===== src/rtl/pressure_temperature_compensation_defines.svh =====
// ----------------------------------------------------------------------------
// pressure temperature compensation assertion macros
// shared assertion forms on clk with synchronous reset rst
// ----------------------------------------------------------------------------
`ifndef PRESSURE_TEMPERATURE_COMPENSATION_DEFINES_SVH
`define PRESSURE_TEMPERATURE_COMPENSATION_DEFINES_SVH

// condition implies consequence in the same cycle
`define PTC_ASSERT_SAME(label, cond, conseq, msg) \
  label: assert property (@(posedge clk) disable iff (rst) (cond) |-> (conseq)) \
    else $error(msg);

// condition implies consequence in the next cycle
`define PTC_ASSERT_NEXT(label, cond, conseq, msg) \
  label: assert property (@(posedge clk) disable iff (rst) (cond) |=> (conseq)) \
    else $error(msg);

`endif


===== src/rtl/ptc_pkg.sv =====
// ----------------------------------------------------------------------------
// ptc_pkg
// types and constants of the pressure temperature compensation block
// ----------------------------------------------------------------------------
package ptc_pkg;

  localparam int unsigned CfgW = 48;
  localparam int unsigned CfgIdxW = 3;

  localparam logic [CfgIdxW-1:0] REG_A1_A2_A3 = 3'd0;
  localparam logic [CfgIdxW-1:0] REG_A4_A5_A6 = 3'd1;
  localparam logic [CfgIdxW-1:0] REG_B1_B2    = 3'd2;
  localparam logic [CfgIdxW-1:0] REG_MC_MD    = 3'd3;
  localparam logic [CfgIdxW-1:0] REG_OSS      = 3'd4;

  localparam logic [31:0] TEMP_OFFSET = 32'd4000;
  localparam logic [31:0] P_SCALE     = 32'd50000;
  localparam logic [31:0] HALF_RANGE  = 32'h8000_0000;
  localparam logic [31:0] K_SQ        = 32'd3038;
  localparam logic [31:0] K_LIN       = 32'hFFFF_E343; // -7357
  localparam logic [31:0] K_BIAS      = 32'd3791;
  localparam logic [31:0] K_HALF      = 32'd32768;

  // request to the serial arithmetic unit
  typedef struct packed {
    logic start;
    logic op_div;
  } unit_req_t;

endpackage


===== src/rtl/ptc_stream_if.sv =====
// ----------------------------------------------------------------------------
// ptc stream interfaces
// reading channel and result channel with valid and ready
// ----------------------------------------------------------------------------
interface ptc_in_if;
  logic        valid;
  logic        ready;
  logic        func;
  logic [23:0] raw_reading;
  modport source (output valid, func, raw_reading, input ready);
  modport sink (input valid, func, raw_reading, output ready);
endinterface

interface ptc_out_if;
  logic               valid;
  logic               ready;
  logic signed [31:0] value;
  logic               divide_error;
  modport source (output valid, value, divide_error, input ready);
  modport sink (input valid, value, divide_error, output ready);
endinterface


===== src/rtl/pressure_temperature_compensation.sv =====
// ----------------------------------------------------------------------------
// pressure_temperature_compensation
// calibrated temperature and pressure from raw sensor readings
// ----------------------------------------------------------------------------
// operations: temperature two serial operations (multiply, divide), pressure eleven
//   serial operations, fewer on a zero divisor
// flow: one reading at a time on the single bit-serial mul/div unit; a new reading
//   is taken only after the result has been handed to the output register
// reset: synchronous; coefficients clear, oversampling to 1, kept term to 0
module pressure_temperature_compensation
  import ptc_pkg::*;
(
  input  logic                clk,
  input  logic                rst,
  ptc_in_if.sink              sample,
  ptc_out_if.source           result,
  input  logic                cfg_we,
  input  logic [CfgIdxW-1:0]  cfg_index,
  input  logic [CfgW-1:0]     cfg_data
);

`include "pressure_temperature_compensation_defines.svh"

  // sequencer codes
  localparam logic [3:0] S_IDLE  = 4'd0;
  localparam logic [3:0] S_T_MUL = 4'd1;
  localparam logic [3:0] S_T_DIV = 4'd2;
  localparam logic [3:0] S_P_SQ  = 4'd3;
  localparam logic [3:0] S_P_X1  = 4'd4;
  localparam logic [3:0] S_P_X2  = 4'd5;
  localparam logic [3:0] S_P_X3  = 4'd6;
  localparam logic [3:0] S_P_X4  = 4'd7;
  localparam logic [3:0] S_P_B4  = 4'd8;
  localparam logic [3:0] S_P_B7  = 4'd9;
  localparam logic [3:0] S_P_DIV = 4'd10;
  localparam logic [3:0] S_P_Q1  = 4'd11;
  localparam logic [3:0] S_P_Q2  = 4'd12;
  localparam logic [3:0] S_P_Q3  = 4'd13;
  localparam logic [3:0] S_DONE  = 4'd14;

  function automatic logic [31:0] asr(input logic [31:0] x, input logic [4:0] s);
    asr = $unsigned($signed(x) >>> s);
  endfunction

  function automatic logic [31:0] sx16(input logic [15:0] v);
    sx16 = {{16{v[15]}}, v};
  endfunction

  // calibration registers
  logic [47:0] c_a123;
  logic [47:0] c_a456;
  logic [31:0] c_b12;
  logic [31:0] c_mcmd;
  logic [1:0]  oss;
  logic [31:0] temp_term;

  always_ff @(posedge clk) begin
    if (rst) begin
      c_a123 <= '0;
      c_a456 <= '0;
      c_b12  <= '0;
      c_mcmd <= '0;
      oss    <= 2'd1;
    end else if (cfg_we) begin
      unique case (cfg_index)
        REG_A1_A2_A3: c_a123 <= cfg_data;
        REG_A4_A5_A6: c_a456 <= cfg_data;
        REG_B1_B2:    c_b12  <= cfg_data[31:0];
        REG_MC_MD:    c_mcmd <= cfg_data[31:0];
        REG_OSS:      oss    <= cfg_data[1:0];
        default: ;
      endcase
    end
  end

  // coefficient views
  logic [31:0] a1, a2, a3, a4, a5, a6, b1, b2, mc, md;
  assign a1 = sx16(c_a123[15:0]);
  assign a2 = sx16(c_a123[31:16]);
  assign a3 = sx16(c_a123[47:32]);
  assign a4 = {16'd0, c_a456[15:0]};
  assign a5 = {16'd0, c_a456[31:16]};
  assign a6 = {16'd0, c_a456[47:32]};
  assign b1 = sx16(c_b12[15:0]);
  assign b2 = sx16(c_b12[31:16]);
  assign mc = sx16(c_mcmd[15:0]);
  assign md = sx16(c_mcmd[31:16]);

  // working registers
  logic [3:0]  state;
  logic        issued;
  logic [23:0] raw;
  logic [31:0] t1, sq, b3, b4, b7, p;
  logic [31:0] res_val;
  logic        res_err;

  // serial unit
  unit_req_t   req;
  logic [31:0] op_a, op_b;
  logic        u_done;
  logic [31:0] u_res;

  ptc_serial_unit u_unit (
    .clk    (clk),
    .rst    (rst),
    .req    (req),
    .a      (op_a),
    .b      (op_b),
    .done   (u_done),
    .result (u_res)
  );

  // derived values
  logic [31:0] ut, up, b6, num, num_abs, den_abs, q_t;
  logic [31:0] x1_t, den_t, x3_lo, b3_arg, b3_new, x3_hi, b5, sum_q;
  logic [31:0] scale;

  assign ut      = {16'd0, raw[15:0]};
  assign up      = {8'd0, raw} >> (4'd8 - {2'd0, oss});
  assign b6      = temp_term - TEMP_OFFSET;
  assign num     = mc << 11;
  assign num_abs = num[31] ? (32'd0 - num) : num;
  assign den_abs = b4[31] ? (32'd0 - b4) : b4;
  assign q_t     = (num[31] ^ b4[31]) ? (32'd0 - u_res) : u_res;
  assign x1_t    = asr(u_res, 5'd15);
  assign den_t   = x1_t + md;
  assign b5      = t1 + q_t;
  assign x3_lo   = t1 + asr(u_res, 5'd11);
  assign b3_arg  = ((a1 << 2) + x3_lo << oss) + 32'd2;
  // truncating divide by four
  assign b3_new  = b3_arg[31] ? asr(b3_arg + 32'd3, 5'd2) : asr(b3_arg, 5'd2);
  assign x3_hi   = asr(t1 + asr(u_res, 5'd16) + 32'd2, 5'd2);
  assign scale   = P_SCALE >> oss;
  assign sum_q   = p + asr(t1 + asr(u_res, 5'd16) + K_BIAS, 5'd4);

  // operand selection per step
  always_comb begin
    req.op_div = 1'b0;
    op_a       = '0;
    op_b       = '0;
    unique case (state)
      S_T_MUL: begin op_a = ut - a6; op_b = a5; end
      S_T_DIV: begin req.op_div = 1'b1; op_a = num_abs; op_b = den_abs; end
      S_P_SQ:  begin op_a = b6; op_b = b6; end
      S_P_X1:  begin op_a = b2; op_b = sq; end
      S_P_X2:  begin op_a = a2; op_b = b6; end
      S_P_X3:  begin op_a = a3; op_b = b6; end
      S_P_X4:  begin op_a = b1; op_b = sq; end
      S_P_B4:  begin op_a = a4; op_b = t1; end
      S_P_B7:  begin op_a = up - b3; op_b = scale; end
      S_P_DIV: begin
        // double before dividing unless doubling would overflow, else double the quotient
        req.op_div = 1'b1;
        op_a       = (b7 < HALF_RANGE) ? (b7 << 1) : b7;
        op_b       = b4;
      end
      S_P_Q1:  begin op_a = asr(p, 5'd8); op_b = asr(p, 5'd8); end
      S_P_Q2:  begin op_a = t1; op_b = K_SQ; end
      S_P_Q3:  begin op_a = p; op_b = K_LIN; end
      default: ;
    endcase
  end

  assign req.start = (state != S_IDLE) && (state != S_DONE) && !issued;

  assign sample.ready = (state == S_IDLE);

  always_ff @(posedge clk) begin
    if (rst) begin
      state        <= S_IDLE;
      issued       <= 1'b0;
      temp_term    <= '0;
      result.valid <= 1'b0;
    end else begin
      if (result.valid && result.ready && state != S_DONE) result.valid <= 1'b0;
      if (u_done) issued <= 1'b0;
      else if (req.start) issued <= 1'b1;
      unique case (state)
        S_IDLE: begin
          if (sample.valid) state <= sample.func ? S_P_SQ : S_T_MUL;
        end
        S_T_MUL: begin
          if (u_done) begin
            if (den_t == 32'd0) begin
              // zero divisor, kept term stays
              res_val <= '0;
              res_err <= 1'b1;
              state   <= S_DONE;
            end else begin
              state <= S_T_DIV;
            end
          end
        end
        S_T_DIV: begin
          if (u_done) begin
            temp_term <= b5;
            res_val   <= asr(b5 + 32'd8, 5'd4);
            res_err   <= 1'b0;
            state     <= S_DONE;
          end
        end
        S_P_SQ:  if (u_done) state <= S_P_X1;
        S_P_X1:  if (u_done) state <= S_P_X2;
        S_P_X2:  if (u_done) state <= S_P_X3;
        S_P_X3:  if (u_done) state <= S_P_X4;
        S_P_X4:  if (u_done) state <= S_P_B4;
        S_P_B4: begin
          if (u_done) begin
            if ((u_res >> 15) == 32'd0) begin
              res_val <= '0;
              res_err <= 1'b1;
              state   <= S_DONE;
            end else begin
              state <= S_P_B7;
            end
          end
        end
        S_P_B7:  if (u_done) state <= S_P_DIV;
        S_P_DIV: if (u_done) state <= S_P_Q1;
        S_P_Q1:  if (u_done) state <= S_P_Q2;
        S_P_Q2:  if (u_done) state <= S_P_Q3;
        S_P_Q3: begin
          if (u_done) begin
            res_val <= sum_q;
            res_err <= 1'b0;
            state   <= S_DONE;
          end
        end
        S_DONE: begin
          // hand over once the output register is free
          if (!result.valid || result.ready) begin
            result.valid        <= 1'b1;
            result.value        <= $signed(res_val);
            result.divide_error <= res_err;
            state               <= S_IDLE;
          end
        end
        default: state <= S_IDLE;
      endcase
    end
  end

  // datapath captures
  always_ff @(posedge clk) begin
    if (sample.valid && sample.ready) raw <= sample.raw_reading;
    if (u_done) begin
      unique case (state)
        S_T_MUL: begin t1 <= x1_t; b4 <= den_t; end
        S_P_SQ:  sq <= asr(u_res, 5'd12);
        S_P_X1:  t1 <= asr(u_res, 5'd11);
        S_P_X2:  b3 <= b3_new;
        S_P_X3:  t1 <= asr(u_res, 5'd13);
        S_P_X4:  t1 <= x3_hi + K_HALF;
        S_P_B4:  b4 <= u_res >> 15;
        S_P_B7:  b7 <= u_res;
        S_P_DIV: p  <= (b7 < HALF_RANGE) ? u_res : (u_res << 1);
        S_P_Q1:  t1 <= u_res;
        S_P_Q2:  t1 <= asr(u_res, 5'd16);
        default: ;
      endcase
    end
  end

  `PTC_ASSERT_SAME(a_err_zero, result.valid && result.divide_error, result.value == 0, "error result not zero")
  `PTC_ASSERT_NEXT(a_accept_busy, sample.valid && sample.ready, state != S_IDLE, "transfer did not start work")
  `PTC_ASSERT_SAME(a_done_issued, u_done, issued, "unit finished without a request")
  `PTC_ASSERT_SAME(a_idle_quiet, state == S_IDLE, !issued, "request pending while idle")

endmodule


===== src/rtl/ptc_serial_unit.sv =====
// ----------------------------------------------------------------------------
// ptc_serial_unit
// bit-serial shift-add multiplier (low 32 bits) and restoring unsigned divider
// ----------------------------------------------------------------------------
module ptc_serial_unit
  import ptc_pkg::*;
(
  input  logic        clk,
  input  logic        rst,
  input  unit_req_t   req,
  input  logic [31:0] a,
  input  logic [31:0] b,
  output logic        done,
  output logic [31:0] result
);

  logic        busy;
  logic        op_div;
  logic [4:0]  cnt;
  logic [31:0] acc;
  logic [31:0] sa;
  logic [31:0] sb;
  logic [32:0] trial;
  logic [32:0] diff;

  assign trial = {acc, sa[31]};
  assign diff  = trial - {1'b0, sb};

  always_ff @(posedge clk) begin
    if (rst) begin
      busy <= 1'b0;
      done <= 1'b0;
      cnt  <= '0;
    end else begin
      done <= 1'b0;
      if (req.start && !busy) begin
        busy <= 1'b1;
        cnt  <= '0;
      end else if (busy) begin
        cnt <= cnt + 5'd1;
        if (cnt == 5'd31) begin
          busy <= 1'b0;
          done <= 1'b1;
        end
      end
    end
  end

  always_ff @(posedge clk) begin
    if (req.start && !busy) begin
      op_div <= req.op_div;
      acc    <= '0;
      sa     <= a;
      sb     <= b;
    end else if (busy) begin
      if (op_div) begin
        // remainder in acc, dividend shifts out of sa as quotient shifts in
        if (!diff[32]) begin
          acc <= diff[31:0];
          sa  <= {sa[30:0], 1'b1};
        end else begin
          acc <= trial[31:0];
          sa  <= {sa[30:0], 1'b0};
        end
      end else begin
        if (sb[0]) acc <= acc + sa;
        sa <= {sa[30:0], 1'b0};
        sb <= {1'b0, sb[31:1]};
      end
    end
  end

  assign result = op_div ? sa : acc;

endmodule


===== src/flat_wrapper.sv =====
// flat-port wrapper written by rule: the top's interface ports become plain ports
module pressure_temperature_compensation_flat import ptc_pkg::*;
  (clk, rst, cfg_we, cfg_index, cfg_data, sample_valid, sample_func, sample_raw_reading, sample_ready, result_valid, result_value, result_divide_error, result_ready);
  ptc_in_if sample_i ();
  ptc_out_if result_i ();
  input  logic clk;
  input  logic rst;
  input  logic cfg_we;
  input  logic [CfgIdxW-1:0] cfg_index;
  input  logic [CfgW-1:0] cfg_data;
  input wire logic [$bits(sample_i.valid)-1:0] sample_valid;
  input wire logic [$bits(sample_i.func)-1:0] sample_func;
  input wire logic [$bits(sample_i.raw_reading)-1:0] sample_raw_reading;
  output wire logic [$bits(sample_i.ready)-1:0] sample_ready;
  output wire logic [$bits(result_i.valid)-1:0] result_valid;
  output wire logic [$bits(result_i.value)-1:0] result_value;
  output wire logic [$bits(result_i.divide_error)-1:0] result_divide_error;
  input wire logic [$bits(result_i.ready)-1:0] result_ready;
  assign sample_i.valid = sample_valid;
  assign sample_i.func = sample_func;
  assign sample_i.raw_reading = sample_raw_reading;
  assign sample_ready = sample_i.ready;
  assign result_valid = result_i.valid;
  assign result_value = result_i.value;
  assign result_divide_error = result_i.divide_error;
  assign result_i.ready = result_ready;
  pressure_temperature_compensation u_core (.clk(clk), .rst(rst), .sample(sample_i), .result(result_i), .cfg_we(cfg_we), .cfg_index(cfg_index), .cfg_data(cfg_data));
endmodule

===== config.mk =====
export PLATFORM = sky130hd
export DESIGN_NAME = pressure_temperature_compensation_flat
export DESIGN_NICKNAME = d
export VERILOG_FILES = /design/src/rtl/ptc_pkg.sv /design/src/rtl/ptc_stream_if.sv /design/src/rtl/pressure_temperature_compensation.sv /design/src/rtl/ptc_serial_unit.sv /design/src/flat_wrapper.sv
export VERILOG_INCLUDE_DIRS = /design/src /design/src/rtl
export SDC_FILE = /design/constraint.sdc
export NUM_CORES = 2
export LEC_CHECK = 0
export BUFFER_PORTS_ARGS = -buffer_cell sky130_fd_sc_hd__buf_2
export CAP_MARGIN = 20
export CORE_ASPECT_RATIO = 1.75
export CORE_MARGIN = 1.5
export CORE_UTILIZATION = 50
export DETAILED_ROUTE_END_ITERATION = 12
export PLACE_DENSITY = 0.71
export SYNTH_ARGS = -nofsm -noshare
export SYNTH_HDL_FRONTEND = slang
export SYNTH_SLANG_ARGS = --single-unit

===== constraint.sdc =====
create_clock -name clk -period 8.3 [get_ports clk]
set_input_delay 2.49 -clock clk [delete_from_list [all_inputs] [get_ports clk]]
set_output_delay 2.49 -clock clk [all_outputs]
set_load 0.005 [all_outputs]

---- Word-level counts from Yosys, hierarchy flattened ----
Index checks and enable logic that the tools add are counted.
storage, ports and cells
  register bits ........................... 572
  input bits .............................. 81
  output and inout bits ................... 35
  word-level logic and storage cells ...... 203
cells by class
  add/subtract/negate cells ............... 22
  magnitude comparators ................... 1
  equal/unequal tests ..................... 39
  shifts and indexed selects .............. 3
  muxes and demuxes ....................... 60
  bitwise logic cells ..................... 3
  reductions and logical operators ........ 46
operators by type and width
  operator                                             count
  2-to-1 mux 32 bit                                    20
  one-hot mux 32 bit (13 select lines)                 1
  one-hot mux 32 bit (10 select lines)                 1
  adder 32 bit                                         6
  one-hot mux 32 bit (6 select lines)                  1
  one-hot mux 32 bit (4 select lines)                  1
  adder 32 x 2 -> 32 bit, second input constant        3
  zero test 32 bit                                     2
  one-hot mux 32 bit (2 select lines)                  1
  subtractor 1 x 32 -> 32 bit, first input constant    2
  2-to-1 mux 4 bit                                     15
  one-hot mux 4 bit (14 select lines)                  1
  subtractor 33 x 32 -> 33 bit                         1
  adder 32 x 12 -> 32 bit, second input constant       1
  adder 32 x 4 -> 32 bit, second input constant        1
  < comparator 32 bit, second input constant           1
  left shift 32 x 2 -> 32 bit                          1
  >> shifter 16 x 2 -> 32 bit, first input constant    1
  >> shifter 24 x 4 -> 32 bit                          1
  subtractor 32 x 12 -> 32 bit, second input constant  1
  subtractor 32 bit                                    1
  adder 30 x 17 -> 31 bit, second input constant       1
  2-to-1 mux 29 bit                                    1
  equality test 4 bit, second input constant           7
  other kinds (37)                                     102

---- Depth between registers and ports, before layout ----
  depth after elaboration ................. 7
  gate-level depth with buffers ........... 35
  mapped depth without buffers ............ 30

---- Hierarchy ----
A second synthesis with hierarchy kept.
second synthesis, totals
  cells, all modules ...................... 5365
  area total of the unflattened synthesis .. 44755.4 sq um
by module, submodules not included
  module                             instances  cells each  area each (sq um)  seq. area each (sq um)
  pressure_temperature_compensation  1          4341        36372.4            11631.2
  ptc_serial_unit                    1          1024        8383.0             2732.6

---- Worst setup path before layout ----
OpenSTA, ideal clock, no wires.
  path type ............................... flip-flop to flip-flop
  start ................................... reg u_core.u_unit.op_div
  end ..................................... reg u_core.res_val[0], enable pin
  setup time .............................. 0.461 ns
  data arrival time ....................... 7.345 ns
  data required time ...................... 7.839 ns
  setup slack ............................. 0.494 ns
  stages on the path, launching flop included .. 22
  path buffers ............................ 5
  period minus slack after synthesis ...... 7.806 ns
  cells stage by stage .................... edfxtp_1 -> buf_2 -> buf_2 -> buf_2 -> buf_2 -> clkbuf_1 -> mux2i_1 -> inv_1 -> ha_1 -> nor2b_1 -> o21ai_0 -> a21boi_0 -> o21ai_0 -> a21boi_0 -> o2111ai_1 -> a31oi_1 -> a311o_1 -> a21oi_1 -> xnor2_1 -> nor4_1 -> a21oi_1 -> nor3_1
on the way
  longest elaborated chain between the ends .. 5
  elaborated cells between the ends (all ways) .. 7
  classes of those cells .................. add/sub (1); eq/ne (2); mux (1); reduce/logical (3)
RTL lines
  what                                             line                                      text
  from (decl)                                      ptc_serial_unit.sv:18                     logic op_div;
  from (signal assigned)                           ptc_serial_unit.sv:51                     op_div <= req.op_div;
  2-to-1 mux 32 bit (*)                            ptc_serial_unit.sv:73                     assign result = op_div ? sa : acc;
  via u_core.u_res[17]                             pressure_temperature_compensation.sv:101  logic [31:0] u_res;
  adder 17 x 16 -> 18 bit                          pressure_temperature_compensation.sv:126  assign den_t = x1_t + md;
  zero test 32 bit                                 pressure_temperature_compensation.sv:184  if (den_t == 32'd0) begin
  inequality test 2 x 1 -> 1 bit (no source line)  -
  AND reduction 8 bit (no source line) (*)         -
  to (signal assigned)                             pressure_temperature_compensation.sv:197  res_val <= asr(b5 + 32'd8, 5'd4);
  to (signal assigned)                             pressure_temperature_compensation.sv:224  res_val <= sum_q;
  to (decl)                                        pressure_temperature_compensation.sv:94   logic [31:0] res_val;
The timed path passes the listed nets; every way through them passes the cells marked *.
A chain may end at the register's enable or synchronous reset.

---- Final worst setup path ----
  start ................................... reg u_core.u_unit.op_div
  end ..................................... reg u_core.res_val[31] (data pin)
on the way
  longest elaborated chain between the ends .. 7
  elaborated cells between the ends (all ways) .. 11
  classes of those cells .................. add/sub (6); mux (5)
RTL lines
  what                                     line                                      text
  2-to-1 mux 32 bit (*)                    ptc_serial_unit.sv:73
  via u_core.u_res[16]                     pressure_temperature_compensation.sv:101
  subtractor 1 x 32 -> 32 bit              pressure_temperature_compensation.sv:124  assign q_t = (num[31] ^ b4[31]) ? (32'd0 - u_res) : u_res;
  2-to-1 mux 32 bit                        pressure_temperature_compensation.sv:124
  adder 32 bit                             pressure_temperature_compensation.sv:127  assign b5 = t1 + q_t;
  adder 32 x 4 -> 32 bit                   pressure_temperature_compensation.sv:197
  2-to-1 mux 32 bit                        pressure_temperature_compensation.sv:195  if (u_done) begin
  one-hot mux 32 bit (4 select lines) (*)  pressure_temperature_compensation.sv:178  unique case (state)
The timed path passes the listed nets; every way through them passes the cells marked *. The select of a mux whose other input is x is not followed.

==> impl_metrics.tcl <==
set metrics [dict create \
    dp_hpwl_um 172000 \
    status "finished with violations" \
    power.density_mw_per_mm2 438 \
    top_regs "u_core.c_a123 x48, u_core.c_a456 x48" \
    critPathRequiredTime_ps 8720 \
    dieArea_mm2 0.0913 \
    drt.antenna.violating_nets 0 \
    area_growth_syn_to_layout_pct 10.3 \
    drive_gt1_frac 0.0986 \
    syn_area_per_cell_um2 8.33 \
    synth-seq-cells 558 \
    hold_start "u_core.res_val[6]$_DFFE_PP_" \
    critPathMaxFanout 14 \
    cp.arrival_ps 8320 \
    drt_wl_total_um 223000 \
    rows 144 \
    grt_pass1_vias 44300 \
    syn_area_mm2 0.0447 \
    grt_usage 0.481 \
    grtUsageMet2 0.783 \
    synth_edf_count 319 \
    dp_slack_ps 798 \
    timing.fmax_ghz 0.127 \
    core_area_mm2 0.0883 \
    globalRouteMet1Util 0.465 \
    synthArstFlopShare 0 \
    numCtsBuffers 58 \
    clk_latency_ps 700 \
    worst_pin_slew_ps 1790 \
    relSlewSlack -0.194 \
    initial_core_util 0.506 \
    post-route-period-util 0.952 \
    nets 5854 \
    cts_resized 0 \
    avgRoutedWirePerCell_um 33.3 \
    ys.flop_type "edfxtp_1" \
    ys.warnings.count 0 \
    drc_errors 0 \
    utilization 0.558 \
    io_buffers 115 \
    cts_sinks 558 \
    rsz0062_at_grt "false" \
    synth_top_area_share 0.214 \
    fin_ws_ps 400 \
    tns_ps 0 \
    cts_tree "done" \
    endpoint_kind "flip-flop" \
    finalHoldViolations 0 \
    grt_use_met3 0.145 \
    postSynthCellCount 5366 \
    grt_remaining_overflow 0 \
    die_w_um 229 \
    synth_most_common_cell "nand2_1" \
    postCtsHoldBufs 0 \
    cp_slowest_cell "a221oi_1" \
    antenna_found_initial 22 \
    drtIter0Drc 4967 \
    cpMostUsedCell "o21ai_0" \
    hold_class "flip-flop to flip-flop" \
    fin_worst_skew_ps 28.0 \
    synth_area_leaders "edfxtp_1, dfxtp_1, ha_1" \
    criticalPathCategory "flip-flop to flip-flop" \
    critPathLaunch "u_core.u_unit.op_div$_DFFE_PP_" \
    violations "max-slew violations" \
    min_period_ps 7900 \
    start_kind "flip-flop" \
    cts_setup_buffers 0 \
    power.leakage_uw 0.0192 \
    cts_root_buffer "clkbuf_16" \
    drv_cap 0 \
    clockBufferDepth 3 \
    gp_congestion 1.11 \
    drt-vias-per-instance 6.87 \
    synth_common_cells "nand2_1, a21oi_1, nor2_1, edfxtp_1, o21ai_0" \
    fill_cells 8363 \
    synth_area_leader_cell "edfxtp_1" \
    yosysSeqAreaShare 0.321 \
    path_clk_slew_ps 70 \
    die_h_um 399 \
    grt_pass1_wl_um 314000 \
    r2r_start "u_core.u_unit.op_div$_DFFE_PP_" \
    drt_pass1_iterations 7 \
    yosysUniqueCellTypes 116 \
    setup_viol 0 \
    htree_levels 2 \
    whs_ps 421 \
    busiest_layer "met2" \
    grt_max_degree 74 \
    vias 46100 \
    vdd_drop_max_mv 0.340 \
    slowest_delay_ps 570 \
    maxSlewViolCount 2 \
    ios 116 \
]
-- layout make-up --
| cell class | count | area [um2] | share of cell area |
|---|---|---|---|
| Timing Repair Buffer | 309 | 2050 | 0.0417 |
| Sequential cell | 558 | 14400 | 0.291 |
| Inverter | 217 | 815 | 0.0165 |
| Clock inverter | 40 | 373 | 0.00756 |
| Clock buffer | 69 | 1540 | 0.0313 |
| Antenna cell | 12 | 30.0 | 0.000609 |
| Tap cell | 1168 | 1460 | 0.0296 |
| Multi-Input combinational cell | 4327 | 28700 | 0.581 |
-- metal layers --
metal	part of all wire	vias up	routed length, um
li1	-	20000	-
met4	0.14	16	30300
met3	0.094	1242	21000
met1	0.31	22000	70100
met2	0.46	2797	102000
met5	0.00042	-	93
-- cell usage in the layout (no fill, tap or decap), drive strengths merged, types with 38 or more instances in the layout --
cell type and count:
a211oi 60, ha 264, nand2 749, xor2 147, o21ai 318, edfxtp 319
mux2i 119, a21o 121, a31oi 45, a22oi 68, and3 56, nand2b 50
o21a 40, a221oi 79, nor2 382, nand4 45, o22ai 74, xnor2 253
fa 38, buf 306, inv 220, nand3 128, o211ai 38, clkbuf 72
nor2b 43, dfxtp 239, a21oi 524, nor3 129, nor4 46
-- critical path: cells and delay by family (launching register included) --
| family | cells | cell delay (ps) |
|---|---|---|
| AO/OA/AOI/OAI | 9 | 2510 |
| XOR/XNOR | 3 | 840 |
| adder cells (fa/ha/maj) | 3 | 1260 |
| buffers and inverters | 4 | 640 |
| flip-flops | 1 | 480 |
| multiplexers | 1 | 160 |
| AND/OR/NAND/NOR | 8 | 1720 |
-- cells by family after synthesis --
kind of cell               Yosys count  share of synthesized area
adders and majority gates          302                     0.0909
and+or+nand+nor                   1800                      0.189
muxes                              141                     0.0327
AOI/OAI and AO/OA                 1679                      0.246
other                                1                  0.0000839
DFF                                558                      0.321
xor gates and xnor gates           401                     0.0794
buffers and inverters              484                     0.0414
-- report_power, final --
part	switching, uW	internal (uW)
Clock	1290	1470
Sequential	342	3480
Combinational	9810	5200
-- metrics by stage --
step,instance area [um2],std cells,power (uW)
4_1_cts,49200,6680,20800
2_1_floorplan,44700,5369,13200
3_3_place_gp,47200,6568,18000
5_1_grt,49300,6690,22500
3_5_place_dp,47300,6571,18100
6_report,49300,6700,21600
-- final timing paths --
path                                 endpoint  slack, ps  cells past startpoint
max reg2reg      u_core.res_val[31]$_DFFE_PP_        400                     28
min          u_core.result.value[6]$_DFFE_PP_        420                      0
max              u_core.res_val[31]$_DFFE_PP_        400                     28
min reg2reg  u_core.result.value[6]$_DFFE_PP_        420                      0
Note: power is estimated with default switching activity, not from simulation.
